<file path="src/spn_pkg.sv">
`timescale 1ns / 1ps

package spn_pkg;

    localparam int ROUNDS_DEF = 4;
    localparam int KEY_W = 32;
    localparam int BLK_W = 16;
    localparam int KEY_NIBBLES = KEY_W / 4;

    localparam logic CMD_ENCRYPT = 1'b0;
    localparam logic CMD_DECRYPT = 1'b1;

    localparam logic [3:0] SBOX [16] = '{
        4'd14, 4'd4, 4'd13, 4'd1, 4'd2, 4'd15, 4'd11, 4'd8,
        4'd3, 4'd10, 4'd6, 4'd12, 4'd5, 4'd9, 4'd0, 4'd7
    };

    localparam logic [3:0] SBOX_INV [16] = '{
        4'd14, 4'd3, 4'd4, 4'd8, 4'd1, 4'd12, 4'd10, 4'd15,
        4'd7, 4'd13, 4'd9, 4'd6, 4'd11, 4'd2, 4'd0, 4'd5
    };

    localparam logic [3:0] PERM [16] = '{
        4'd0, 4'd4, 4'd8, 4'd12, 4'd1, 4'd5, 4'd9, 4'd13,
        4'd2, 4'd6, 4'd10, 4'd14, 4'd3, 4'd7, 4'd11, 4'd15
    };

    typedef struct packed {
        logic             cmd;
        logic [KEY_W-1:0] key;
        logic [BLK_W-1:0] blk;
    } item_t;

    // window of four key nibbles from start; nibbles past the key read as zero
    function automatic logic [BLK_W-1:0] round_key(input logic [KEY_W-1:0] key,
                                                   input int start);
        logic [BLK_W-1:0] v;
        logic [KEY_W-1:0] sh;
        int k;
        v = '0;
        for (int i = 0; i < 4; i++) begin
            k = start + i;
            if (k < KEY_NIBBLES) begin
                sh = key >> (KEY_W - 4 - 4 * k);
                v = {v[BLK_W-5:0], sh[3:0]};
            end else begin
                v = {v[BLK_W-5:0], 4'h0};
            end
        end
        return v;
    endfunction

    function automatic logic [BLK_W-1:0] sub_layer(input logic [BLK_W-1:0] x,
                                                   input logic inv);
        logic [BLK_W-1:0] y;
        for (int i = 0; i < 4; i++) begin
            if (inv) begin
                y[4*i +: 4] = SBOX_INV[x[4*i +: 4]];
            end else begin
                y[4*i +: 4] = SBOX[x[4*i +: 4]];
            end
        end
        return y;
    endfunction

    // bit i from the MSB moves to PERM[i] from the MSB
    function automatic logic [BLK_W-1:0] perm_layer(input logic [BLK_W-1:0] x);
        logic [BLK_W-1:0] y;
        for (int i = 0; i < BLK_W; i++) begin
            y[BLK_W-1-int'(PERM[i])] = x[BLK_W-1-i];
        end
        return y;
    endfunction

endpackage

</file>
<file path="src/spn_round.sv">
`timescale 1ns / 1ps

module spn_round #(
    parameter int ROUNDS = spn_pkg::ROUNDS_DEF,
    parameter int IDX = 0
) (
    input  logic           clk,
    input  logic           rst_n,
    input  logic           in_valid,
    output logic           in_ready,
    input  spn_pkg::item_t in_item,
    output logic           out_valid,
    input  logic           out_ready,
    output spn_pkg::item_t out_item
);

    localparam bit IS_FIRST = (IDX == 0);
    localparam bit IS_LAST = (IDX == ROUNDS - 1);

    logic           valid_reg;
    spn_pkg::item_t item_reg;
    spn_pkg::item_t item_next;

    logic [spn_pkg::BLK_W-1:0] k_enc;
    logic [spn_pkg::BLK_W-1:0] k_fin;
    logic [spn_pkg::BLK_W-1:0] k_dec;
    logic [spn_pkg::BLK_W-1:0] enc_blk;
    logic [spn_pkg::BLK_W-1:0] dec_blk;

    assign in_ready = !valid_reg || out_ready;
    assign out_valid = valid_reg;
    assign out_item = item_reg;

    always_comb
    begin
        k_enc = spn_pkg::round_key(in_item.key, IDX);
        k_fin = spn_pkg::round_key(in_item.key, ROUNDS);
        k_dec = spn_pkg::round_key(in_item.key, ROUNDS - 1 - IDX);

        enc_blk = spn_pkg::sub_layer(in_item.blk ^ k_enc, 1'b0);
        if (IS_LAST) begin
            enc_blk = enc_blk ^ k_fin;
        end else begin
            enc_blk = spn_pkg::perm_layer(enc_blk);
        end

        if (IS_FIRST) begin
            dec_blk = in_item.blk ^ k_fin;
        end else begin
            dec_blk = spn_pkg::perm_layer(in_item.blk);
        end
        dec_blk = spn_pkg::sub_layer(dec_blk, 1'b1) ^ k_dec;

        item_next = in_item;
        item_next.blk = (in_item.cmd == spn_pkg::CMD_DECRYPT) ? dec_blk : enc_blk;
    end

    always_ff @(posedge clk or negedge rst_n)
    begin
        if (!rst_n) begin
            valid_reg <= 1'b0;
        end else if (in_ready) begin
            valid_reg <= in_valid;
        end
    end

    always_ff @(posedge clk)
    begin
        if (in_ready && in_valid) begin
            item_reg <= item_next;
        end
    end

endmodule

</file>
<file path="src/spn_block_cipher_16bit.sv">
`timescale 1ns / 1ps

// 16-bit substitution-permutation cipher, fully unrolled.
// Request channel: command (0 encrypt, 1 decrypt), cipher_key, data_block,
// taken when in_valid and in_ready are both high.
// Result channel: result_block, handed over when out_valid and out_ready
// are both high; one result per request, in request order.
// The input register loads at the accepting edge, then one register stage
// per round carries the request on to out_valid. Throughput: one request
// per cycle while out_ready is not stalling; every stage holds one request.
// Reset clears all stage valid bits; the pipeline comes up empty and ready.
// A stall on out_ready holds the result and backs up stage by stage; in_ready
// falls only once every stage is full, so nothing is lost or repeated.
module spn_block_cipher_16bit #(
    parameter int ROUNDS = spn_pkg::ROUNDS_DEF
) (
    input  logic                      clk,
    input  logic                      rst_n,
    input  logic                      in_valid,
    output logic                      in_ready,
    input  logic                      command,
    input  logic [spn_pkg::KEY_W-1:0] cipher_key,
    input  logic [spn_pkg::BLK_W-1:0] data_block,
    output logic                      out_valid,
    input  logic                      out_ready,
    output logic [spn_pkg::BLK_W-1:0] result_block
);

    spn_pkg::item_t stage_item  [ROUNDS+1];
    logic           stage_valid [ROUNDS+1];
    logic           stage_ready [ROUNDS+1];

    logic           in_valid_reg;
    spn_pkg::item_t in_item_reg;

    assign in_ready = !in_valid_reg || stage_ready[0];
    assign stage_valid[0] = in_valid_reg;
    assign stage_item[0] = in_item_reg;

    always_ff @(posedge clk or negedge rst_n)
    begin
        if (!rst_n)
        begin
            in_valid_reg <= 1'b0;
        end
        else if (in_ready)
        begin
            in_valid_reg <= in_valid;
        end
    end

    always_ff @(posedge clk)
    begin
        if (in_ready && in_valid)
        begin
            in_item_reg <= '{cmd: command, key: cipher_key, blk: data_block};
        end
    end

    for (genvar j = 0; j < ROUNDS; j++)
    begin : g_round
        spn_round #(
            .ROUNDS(ROUNDS),
            .IDX   (j)
        ) u_round (
            .clk      (clk),
            .rst_n    (rst_n),
            .in_valid (stage_valid[j]),
            .in_ready (stage_ready[j]),
            .in_item  (stage_item[j]),
            .out_valid(stage_valid[j+1]),
            .out_ready(stage_ready[j+1]),
            .out_item (stage_item[j+1])
        );
    end

    assign stage_ready[ROUNDS] = out_ready;
    assign out_valid = stage_valid[ROUNDS];
    assign result_block = stage_item[ROUNDS].blk;

endmodule

</file>
<file path="config.mk">
export PLATFORM = sky130hd
export DESIGN_NAME = spn_block_cipher_16bit
export DESIGN_NICKNAME = d
export VERILOG_FILES = /design/src/spn_pkg.sv /design/src/spn_round.sv /design/src/spn_block_cipher_16bit.sv
export SDC_FILE = /design/constraint.sdc
export NUM_CORES = 1
export LEC_CHECK = 0
export BUFFER_PORTS_ARGS = -buffer_cell sky130_fd_sc_hd__buf_2
export CAP_MARGIN = 20
export CORE_ASPECT_RATIO = 0.9
export CORE_MARGIN = 2
export CORE_UTILIZATION = 55
export CTS_BUF_LIST = sky130_fd_sc_hd__clkbuf_4 sky130_fd_sc_hd__clkbuf_8 sky130_fd_sc_hd__clkbuf_16
export CTS_CLUSTER_DIAMETER = 200
export DETAILED_ROUTE_END_ITERATION = 8
export PLACE_DENSITY = 0.81
export SLEW_MARGIN = 0
export SYNTH_ARGS = -nofsm -noshare
export SYNTH_HDL_FRONTEND = slang
export SYNTH_SLANG_ARGS = --single-unit
</file>
<file path="constraint.sdc">
create_clock -name clk -period 3.73 [get_ports clk]
set_input_delay 0.5595 -clock clk [delete_from_list [all_inputs] [get_ports clk]]
set_output_delay 0.5595 -clock clk [all_outputs]
set_load 0.05 [all_outputs]
</file>
==> run_results.csv, run 1 <==
group,metric,value,unit
outcome,status,"finished, final reports clean",
floorplanning,die_x,172,um
final_layout,diodes,0,
place,pre_cts_slack,1.25,ns
timing,skew,0.00878,ns
cts,cts_max_level,1,
timing,rsz0062_at_grt,"no",
cts,cts.repair.resized,0,
final_layout,stdcell_count,1672,
cts,clk_pin_slew,0.06,ns
timing,fin_crit,2.50,ns
worst_setup_path,path_class,"reg -> reg",
worst_setup_path,arrival,2.75,ns
floorplanning,die_area,26800,um^2
synth,ys_types,71,
floorplanning,coreArea,25100,um^2
drt,drt-total-wl,28.5,mm
timing,tightest_slew,1.00,ns
worst_hold_path,hold_path_depth,1,
global_route,gr-total-overflow,0,
cts,clock_latency,0.52,ns
worst_setup_path,slowest_delay,0.63,ns
worst_setup_path,timing.rr.end,"g_round[2].u_round.out_item[7]$_DFFE_PP_",
worst_setup_path,cpMostUsedCell,"a21oi_1",
drt,num_vias,9499,
global_route,first_global_vias,8811,
final_layout,drive_above_1_share,12.9,%
global_route,grt_antenna_before_repair,0,
drt,drc,0,
worst_setup_path,critical_path.max_fanout,11,
drt,viasPerCell,5.68,
synth,ys.flop_type,"edfxtp_1",
synth,synthCells,1249,
worst_setup_path,worst_setup_path_end_kind,"flip-flop",
place,gp_congestion,0.934,
worst_setup_path,critPathLaunchType,"flip-flop",
floorplanning,initial_core_util,55.8,%
synth,synth.yosys.seq_area_share,46.3,%
final_layout,largest_reg_flops,163,
synth,syn-num-nets,1388,
timing,fin_hold_ws,0.206,ns
floorplanning,placementRows,55,
global_route,grt_max_degree,50,
synth,synthArstFlopShare,2.30,%
timing,finalSetupTns,0,ns
worst_hold_path,hold_class,"in -> reg",
global_route,grt_pass1_wl,45.4,mm
worst_setup_path,crit_slowest_cell,"xor2_1",
drt,dr.pass1.iters,5,
timing,fin_ws,1.23,ns
worst_setup_path,r2r_slack,1.23,ns
place,place_hpwl,21.2,mm
worst_setup_path,cp.required,3.97,ns
timing,slew_violations,0,
worst_hold_path,hold_start,"data_block[14]",
power_and_ir_drop,leakage,5.96,nW
floorplanning,die_h,155,um
worst_hold_path,hold_end,"in_item_reg[14]$_DFFE_PP_",
cts,cts_tree,"yes",
timing,fin_crit_sh,67.1,%
final_layout,area_delta_synth_final,10.4,%
power_and_ir_drop,cellPowerDensity,747,nW/um^2
synth,netlist_top_cells_area,"edfxtp_1 (45%), ha_1 (7.7%), xnor2_1 (7.4%), xor2_1 (4.7%), mux2i_1 (4.0%)",
synth,yosys.area.top_type_share,45.4,%
synth,synth_edf_count,212,
synth,yosys_register_bits,217,
place,port_buffers,70,
drt,drtIter0Drc,702,
synth,synth_area,14000,um^2
synth,syn_area_per_cell,11.2,um^2
worst_setup_path,ff2ff_path_depth,5,
cts,clock_sinks,217,
synth,yosysTopAreaCell,"edfxtp_1",
cts,clockRootBuffer,"clkbuf_16",
global_route,grtUsageTotal,21.3,%
worst_setup_path,worstPathCellList,"xor2_1 > ha_1 > a21oi_1 > a2111oi_0 > a21oi_1",
final_layout,fin_util,61.6,%
timing,relSlewSlack,33.1,%
place,dp.cells,1625,
timing,setup_viol,0,
worst_setup_path,r2r-start,"g_round[1].u_round.out_item[12]$_DFFE_PP_",
cts,cts_buffers,24,
synth,yosysWarnings,0,
cts,cts.path.max_buffers,3,
timing,max_freq,0.400,GHz
drt,wire_per_inst,17.0,um
flow_run,cap_violations,0,
floorplanning,num_io_pins,71,
power_and_ir_drop,irDropWorstVdd,0.396,mV
final_layout,layout.nets,1452,
drt,detail-route-antenna-nets,0,
timing,hold_viol,0,
report_power, final:
part	total [mW]	internal (mW)	switching [mW]	leakage, nW
Sequential	4.15	3.40	0.753	2.11
Combinational	5.14	2.19	2.95	3.48
Clock	2.28	1.30	0.975	0.365
Total	11.6	6.89	4.67	5.96
stage by stage:
stage	total power, mW	area [um^2]
6_report	11.6	15500
3_5_place_dp	9.24	14600
4_1_cts	11.6	15400
3_3_place_gp	9.04	14600
5_1_grt	12.3	15500
2_1_floorplan	8.16	14000
cells by family (layout without fill, tap and decap cells):
family          count (synthesis)  in the layout  share of synthesized area, %
compound gates                255            255                          12.3
fa+ha+maj                      86             86                          7.68
flops                         217            217                          46.3
simple gates                  298            298                          10.4
mux                            59             59                          4.24
xor+xnor                      226            226                          15.9
buf+inv                       108            189                          3.20
per-layer routing:
metal	GRT usage, %	vias up	part of all wire [%]
li1	-	4694	-
met1	27.8	4422	43
met2	36.6	317	48
met3	2.54	66	5.5
met4	7.96	0	3.9
met5	0	-	0
critical path, delay by kind of cell (launching register included):
family                     cells  cell delay [ns]
xor gates and xnor gates       1             0.63
DFF                            1             0.56
adders and majority gates      1             0.27
AOI/OAI and AO/OA              3             0.77
worst max-delay path by stage:
stage | slack, ns | end | start
final | 1.23 | g_round[2].u_round.out_item[7]$_DFFE_PP_ | g_round[1].u_round.out_item[12]$_DFFE_PP_
after global routing | 1.05 | g_round[3].u_round.out_item[14]$_DFFE_PP_ | g_round[2].u_round.out_item[12]$_DFFE_PP_
after CTS | 1.25 | g_round[3].u_round.out_item[14]$_DFFE_PP_ | g_round[2].u_round.out_item[12]$_DFFE_PP_
after detailed placement | 1.25 | g_round[3].u_round.out_item[14]$_DFFE_PP_ | g_round[2].u_round.out_item[12]$_DFFE_PP_
after global placement | 1.30 | g_round[3].u_round.out_item[14]$_DFFE_PP_ | g_round[2].u_round.out_item[12]$_DFFE_PP_
after floorplan | 0.11 | g_round[2].u_round.out_item[0]$_DFFE_PP_ | g_round[3].u_round.out_valid$_DFFE_PN0P_
cell type report:
class	count	area, um^2
fill	1933	9640
multi-input combinational	924	7090
sequential	217	6490
clock buffer	26	633
timing repair buffer	78	450
tap	342	428
inverter	68	258
clock inverter	17	133
synthesized netlist by cell type (8+ instances only):
library cell	number
o21ai_0	51
nand3b_1	8
xor2_2	9
a21oi_1	70
inv_1	61
mux2i_1	56
nor3_1	36
a31oi_1	8
edfxtp_1	212
buf_2	20
and2_1	8
o221ai_1	17
nor2b_1	16
o211ai_1	18
a211oi_1	11
o31ai_1	15
nor2_1	61
xnor2_1	119
nand2b_1	13
ha_1	86
xor2_1	75
nor4_1	13
a2111oi_0	9
nand3_1	21
xnor2_2	22
or4_1	9
clkbuf_1	15
nand2_1	89
a21o_1	8
cell usage in the layout, fill, tap and decap left out, types with 13 or more instances in the layout:
| cell | netlist | layout |
|---|---|---|
| nand3_1 | 21 | 21 |
| o21ai_0 | 51 | 51 |
| o211ai_1 | 18 | 18 |
| o221ai_1 | 17 | 17 |
| edfxtp_1 | 212 | 212 |
| nor3_1 | 36 | 36 |
| clkbuf_16 | 0 | 25 |
| nand2b_1 | 13 | 13 |
| xnor2_1 | 119 | 119 |
| nor2b_1 | 16 | 15 |
| nor4_1 | 13 | 13 |
| buf_2 | 20 | 70 |
| mux2i_1 | 56 | 56 |
| a21oi_1 | 70 | 70 |
| xnor2_2 | 22 | 22 |
| xor2_1 | 75 | 75 |
| o31ai_1 | 15 | 15 |
| inv_1 | 61 | 61 |
| nor2_1 | 61 | 61 |
| ha_1 | 86 | 86 |
| nand2_1 | 89 | 89 |
repair_timing:
item,CTS,global route
endpoints found under the hold margin,5,0
hold buffers,1,0
setup buffers,0,0
Power figures use the tool's default switching activity.
==> run 2, diff against run 1 <==
--- a/config.mk
+++ b/config.mk
@@ -5,6 +5,7 @@
 export SDC_FILE = /design/constraint.sdc
 export NUM_CORES = 1
 export LEC_CHECK = 0
+export ABC_AREA = 1
 export BUFFER_PORTS_ARGS = -buffer_cell sky130_fd_sc_hd__buf_2
 export CAP_MARGIN = 20
 export CORE_ASPECT_RATIO = 0.9
@@ -13,7 +14,7 @@
 export CTS_BUF_LIST = sky130_fd_sc_hd__clkbuf_4 sky130_fd_sc_hd__clkbuf_8 sky130_fd_sc_hd__clkbuf_16
 export CTS_CLUSTER_DIAMETER = 200
 export DETAILED_ROUTE_END_ITERATION = 8
-export PLACE_DENSITY = 0.81
+export PLACE_DENSITY = 0.84
 export SLEW_MARGIN = 0
 export SYNTH_ARGS = -nofsm -noshare
 export SYNTH_HDL_FRONTEND = slang
==> constraint.sdc (replaced) <==
create_clock -name clk -period 2.15 [get_ports clk]
set_input_delay 0.3225 -clock clk [delete_from_list [all_inputs] [get_ports clk]]
set_output_delay 0.3225 -clock clk [all_outputs]
set_load 0.05 [all_outputs]
==> run 2 against run 1 <==
Non-clock buffer count is 71 higher. Combinational power is 100% higher. Clock skew increased by 0.0014 ns. Wire length is 21% higher. Synthesized cell count grew 35%. Cell area rose by 7.4%. Critical path depth increased by 5. Global-route usage is 4.0 points higher. Utilization up 2.7 points. Register-to-register slack got worse by 1.1 ns. Clock power rose by 96%. Total power grew 95%. Critical path type is now reg -> out. Largest cell class unchanged. Largest power group unchanged.
==> run_results.csv, run 2 <==
group,metric,value,unit
worst_setup_path,path_buf_inv,5,
synth,netlist_top_cells_area,"edfxtp_1 (44%), nand2_1 (14%), ha_1 (7.5%), o21ai_0 (4.8%), inv_1 (4.7%)",
worst_setup_path,arrival,1.72,ns
drt,drtIter0Drc,1135,
timing,max_freq,0.489,GHz
drt,viasPerCell,5.42,
worst_setup_path,r2r_slack,0.16,ns
drt,num_vias,11900,
final_layout,layout.nets,1971,
power_and_ir_drop,finalPower,22.5,mW
final_layout,fin_util,64.3,%
timing,skew,0.0102,ns
global_route,grt_max_degree,50,
global_route,grt_pass1_wl,55.5,mm
synth,synth_area,14400,um^2
worst_setup_path,worst_setup_path_end_kind,"output pin",
timing,fin_hold_ws,0.0781,ns
power_and_ir_drop,irDropWorstVdd,0.759,mV
worst_hold_path,hold_class,"in -> reg",
synth,synth.yosys.seq_area_share,45.2,%
drt,drc,0,
cts,cts_max_level,1,
worst_setup_path,path_class,"reg -> out",
synth,ys.flop_type,"edfxtp_1",
timing,slew_violations,0,
synth,synth_edf_count,212,
worst_setup_path,worstPathCellList,"inv_2 > nor2_4 > inv_1 > nor2_2 > inv_2 > nor2_4 > nand2_4 > nor2_4 > inv_2 > buf_6",
timing,tightest_slew,0.594,ns
synth,yosysWarnings,0,
synth,yosysTopAreaCell,"edfxtp_1",
global_route,first_global_vias,11200,
worst_hold_path,hold_path_depth,3,
worst_hold_path,hold_end,"in_valid_reg$_DFFE_PN0P_",
worst_setup_path,cp_top_family,"simple AND/OR/NAND/NOR gates",
synth,synth_commonest_cells,"nand2_1 (527), edfxtp_1 (212), inv_1 (180)",
floorplanning,die_h,157,um
drt,detail-route-antenna-nets,0,
worst_setup_path,ff2ff_path_depth,11,
synth,synthArstFlopShare,2.30,%
timing,fin_crit_sh,95.1,%
final_layout,area_delta_synth_final,15.8,%
floorplanning,die_area,27400,um^2
synth,yosys.area.top_type_share,44.4,%
cts,clock_sinks,217,
floorplanning,die_x,174,um
worst_setup_path,critical_path.max_fanout,3,
final_layout,most-common-layout-cells,"nand2_1 (525), edfxtp_1 (212), inv_1 (174)",
synth,ys_types,43,
floorplanning,num_io_pins,71,
synth,synth_most_common_cell,"nand2_1",
drt,dr.pass1.iters,9,
worst_hold_path,hold_start,"in_valid",
cts,clk_pin_slew,0.06,ns
drt,drt-total-wl,34.3,mm
timing,setup_viol,0,
place,gp_congestion,0.953,
final_layout,diodes,0,
cts,cts_buffers,24,
cts,cts.path.max_buffers,3,
drt,wire_per_inst,15.6,um
place,place_hpwl,25.0,mm
power_and_ir_drop,cellPowerDensity,1360,nW/um^2
cts,clock_latency,0.53,ns
place,dp.cells,2100,
floorplanning,coreArea,25900,um^2
synth,synthCells,1688,
global_route,gr-total-overflow,0,
floorplanning,placementRows,56,
floorplanning,initial_core_util,55.5,%
worst_setup_path,r2r-start,"g_round[3].u_round.out_valid$_DFFE_PN0P_",
worst_setup_path,crit_slowest_cell,"dfrtp_2",
synth,syn-num-nets,1827,
cts,cts_tree,"yes",
final_layout,drive_above_1_share,10.9,%
synth,yosys_register_bits,217,
flow_run,cap_violations,0,
worst_setup_path,timing.rr.end,"g_round[1].u_round.out_item[47]$_DFFE_PP_",
power_and_ir_drop,leakage,7.52,nW
worst_setup_path,slowest_delay,0.36,ns
worst_setup_path,critPathLaunchType,"flip-flop",
worst_setup_path,cp.required,1.83,ns
timing,fin_crit,2.04,ns
timing,relSlewSlack,60.4,%
final_layout,fillers,2025,
place,port_buffers,70,
final_layout,stdcell_count,2198,
final_layout,final_common_cell,"nand2_1",
synth,syn_area_per_cell,8.50,um^2
timing,finalSetupTns,0,ns
global_route,grtUsageTotal,25.3,%
timing,hold_viol,0,
final_layout,largest_reg_flops,163,
global_route,grt_antenna_before_repair,0,
outcome,status,"finished, final reports clean",
cts,clockRootBuffer,"clkbuf_16",
## run 2: cell types whose count changed after synthesis, sizes merged, moves of 14 or more
cell,previous run,this run
o221ai,17,0
o211ai,19,41
xnor2,142,63
a211oi,15,1
o21ai,53,155
nand3,21,135
nand2,89,535
inv,65,190
xor2,84,46
mux2i,56,0
nor2b,16,0
nor3,36,1
## run 2: timing repair
item,4_1_cts,5_1_grt
setup endpoints to repair,1,1
pin swaps,4,3
gates resized for setup,7,5
hold buffers,50,0
buffers inserted,3,1
endpoints found under the hold margin,54,0
## run 2: final cells by class
cell class / instances / area [um^2] / share of cell area (%)
clock inverter: 16 / 218 / 1.31
sequential: 217 / 6490 / 39.1
timing repair buffer: 149 / 1100 / 6.61
tap: 348 / 435 / 2.62
multi-input combinational: 1247 / 7000 / 42.1
inverter: 193 / 732 / 4.40
clock buffer: 28 / 648 / 3.90
## run 2: logic make-up (layout without fill, tap and decap cells)
family	after synthesis	in the layout	synth area share, %
AND/OR/NAND/NOR	770	770	22.1
buffers and inverters	224	386	6.36
flip-flops	217	217	45.2
AO/OA/AOI/OAI	282	282	10.9
adder cells (fa/ha/maj)	86	86	7.50
XOR/XNOR	109	109	7.86
## run 2: worst max-delay path by stage
stage | startpoint | endpoint | slack (ns) | cells after the start
detailed placement | g_round[2].u_round.out_item[3]$_DFFE_PP_ | g_round[3].u_round.out_item[13]$_DFFE_PP_ | 0.20 | 9
CTS | g_round[3].u_round.out_valid$_DFFE_PN0P_ | in_ready | -0.002 | 10
global route | g_round[3].u_round.out_valid$_DFFE_PN0P_ | in_ready | -0.009 | 10
finish | g_round[3].u_round.out_valid$_DFFE_PN0P_ | in_ready | 0.11 | 10
floorplan | g_round[3].u_round.out_valid$_DFFE_PN0P_ | g_round[1].u_round.out_item[0]$_DFFE_PP_ | -0.07 | 9
global placement | g_round[1].u_round.out_item[9]$_DFFE_PP_ | g_round[2].u_round.out_item[2]$_DFFE_PP_ | 0.23 | 7
## run 2: metrics by stage
| step | instance area, um^2 | setup slack [ns] |
|---|---|---|
| global placement | 15200 | 0.231 |
| CTS | 16600 | -0.00249 |
| detailed placement | 15200 | 0.203 |
| global route | 16600 | -0.00908 |
| finish | 16600 | 0.106 |
| floorplan | 14400 | -0.0691 |
## run 2: report_power, final
part | internal [mW] | switching [mW] | leakage (nW) | total, mW
Clock | 2.76 | 1.70 | 0.410 | 4.47
Sequential | 6.26 | 1.32 | 2.12 | 7.57
Combinational | 3.83 | 6.67 | 4.99 | 10.5
Total | 12.9 | 9.69 | 7.52 | 22.5
## run 2: per-layer routing
| layer | GRT usage, % | wire length (um) | up-vias |
|---|---|---|---|
| met4 | 12.7 | 1920 | 0 |
| met3 | 3.26 | 2060 | 134 |
| li1 | - | - | 5901 |
| met5 | 0 | 0 | - |
| met1 | 31.0 | 13900 | 5374 |
| met2 | 44.4 | 16400 | 514 |
## run 2: worst reg2reg max path, delay by kind of cell, from the launching register on
| kind | cells | cell delay (ns) |
|---|---|---|
| buf+inv | 7 | 0.99 |
| flops | 1 | 0.40 |
| simple gates | 4 | 0.20 |
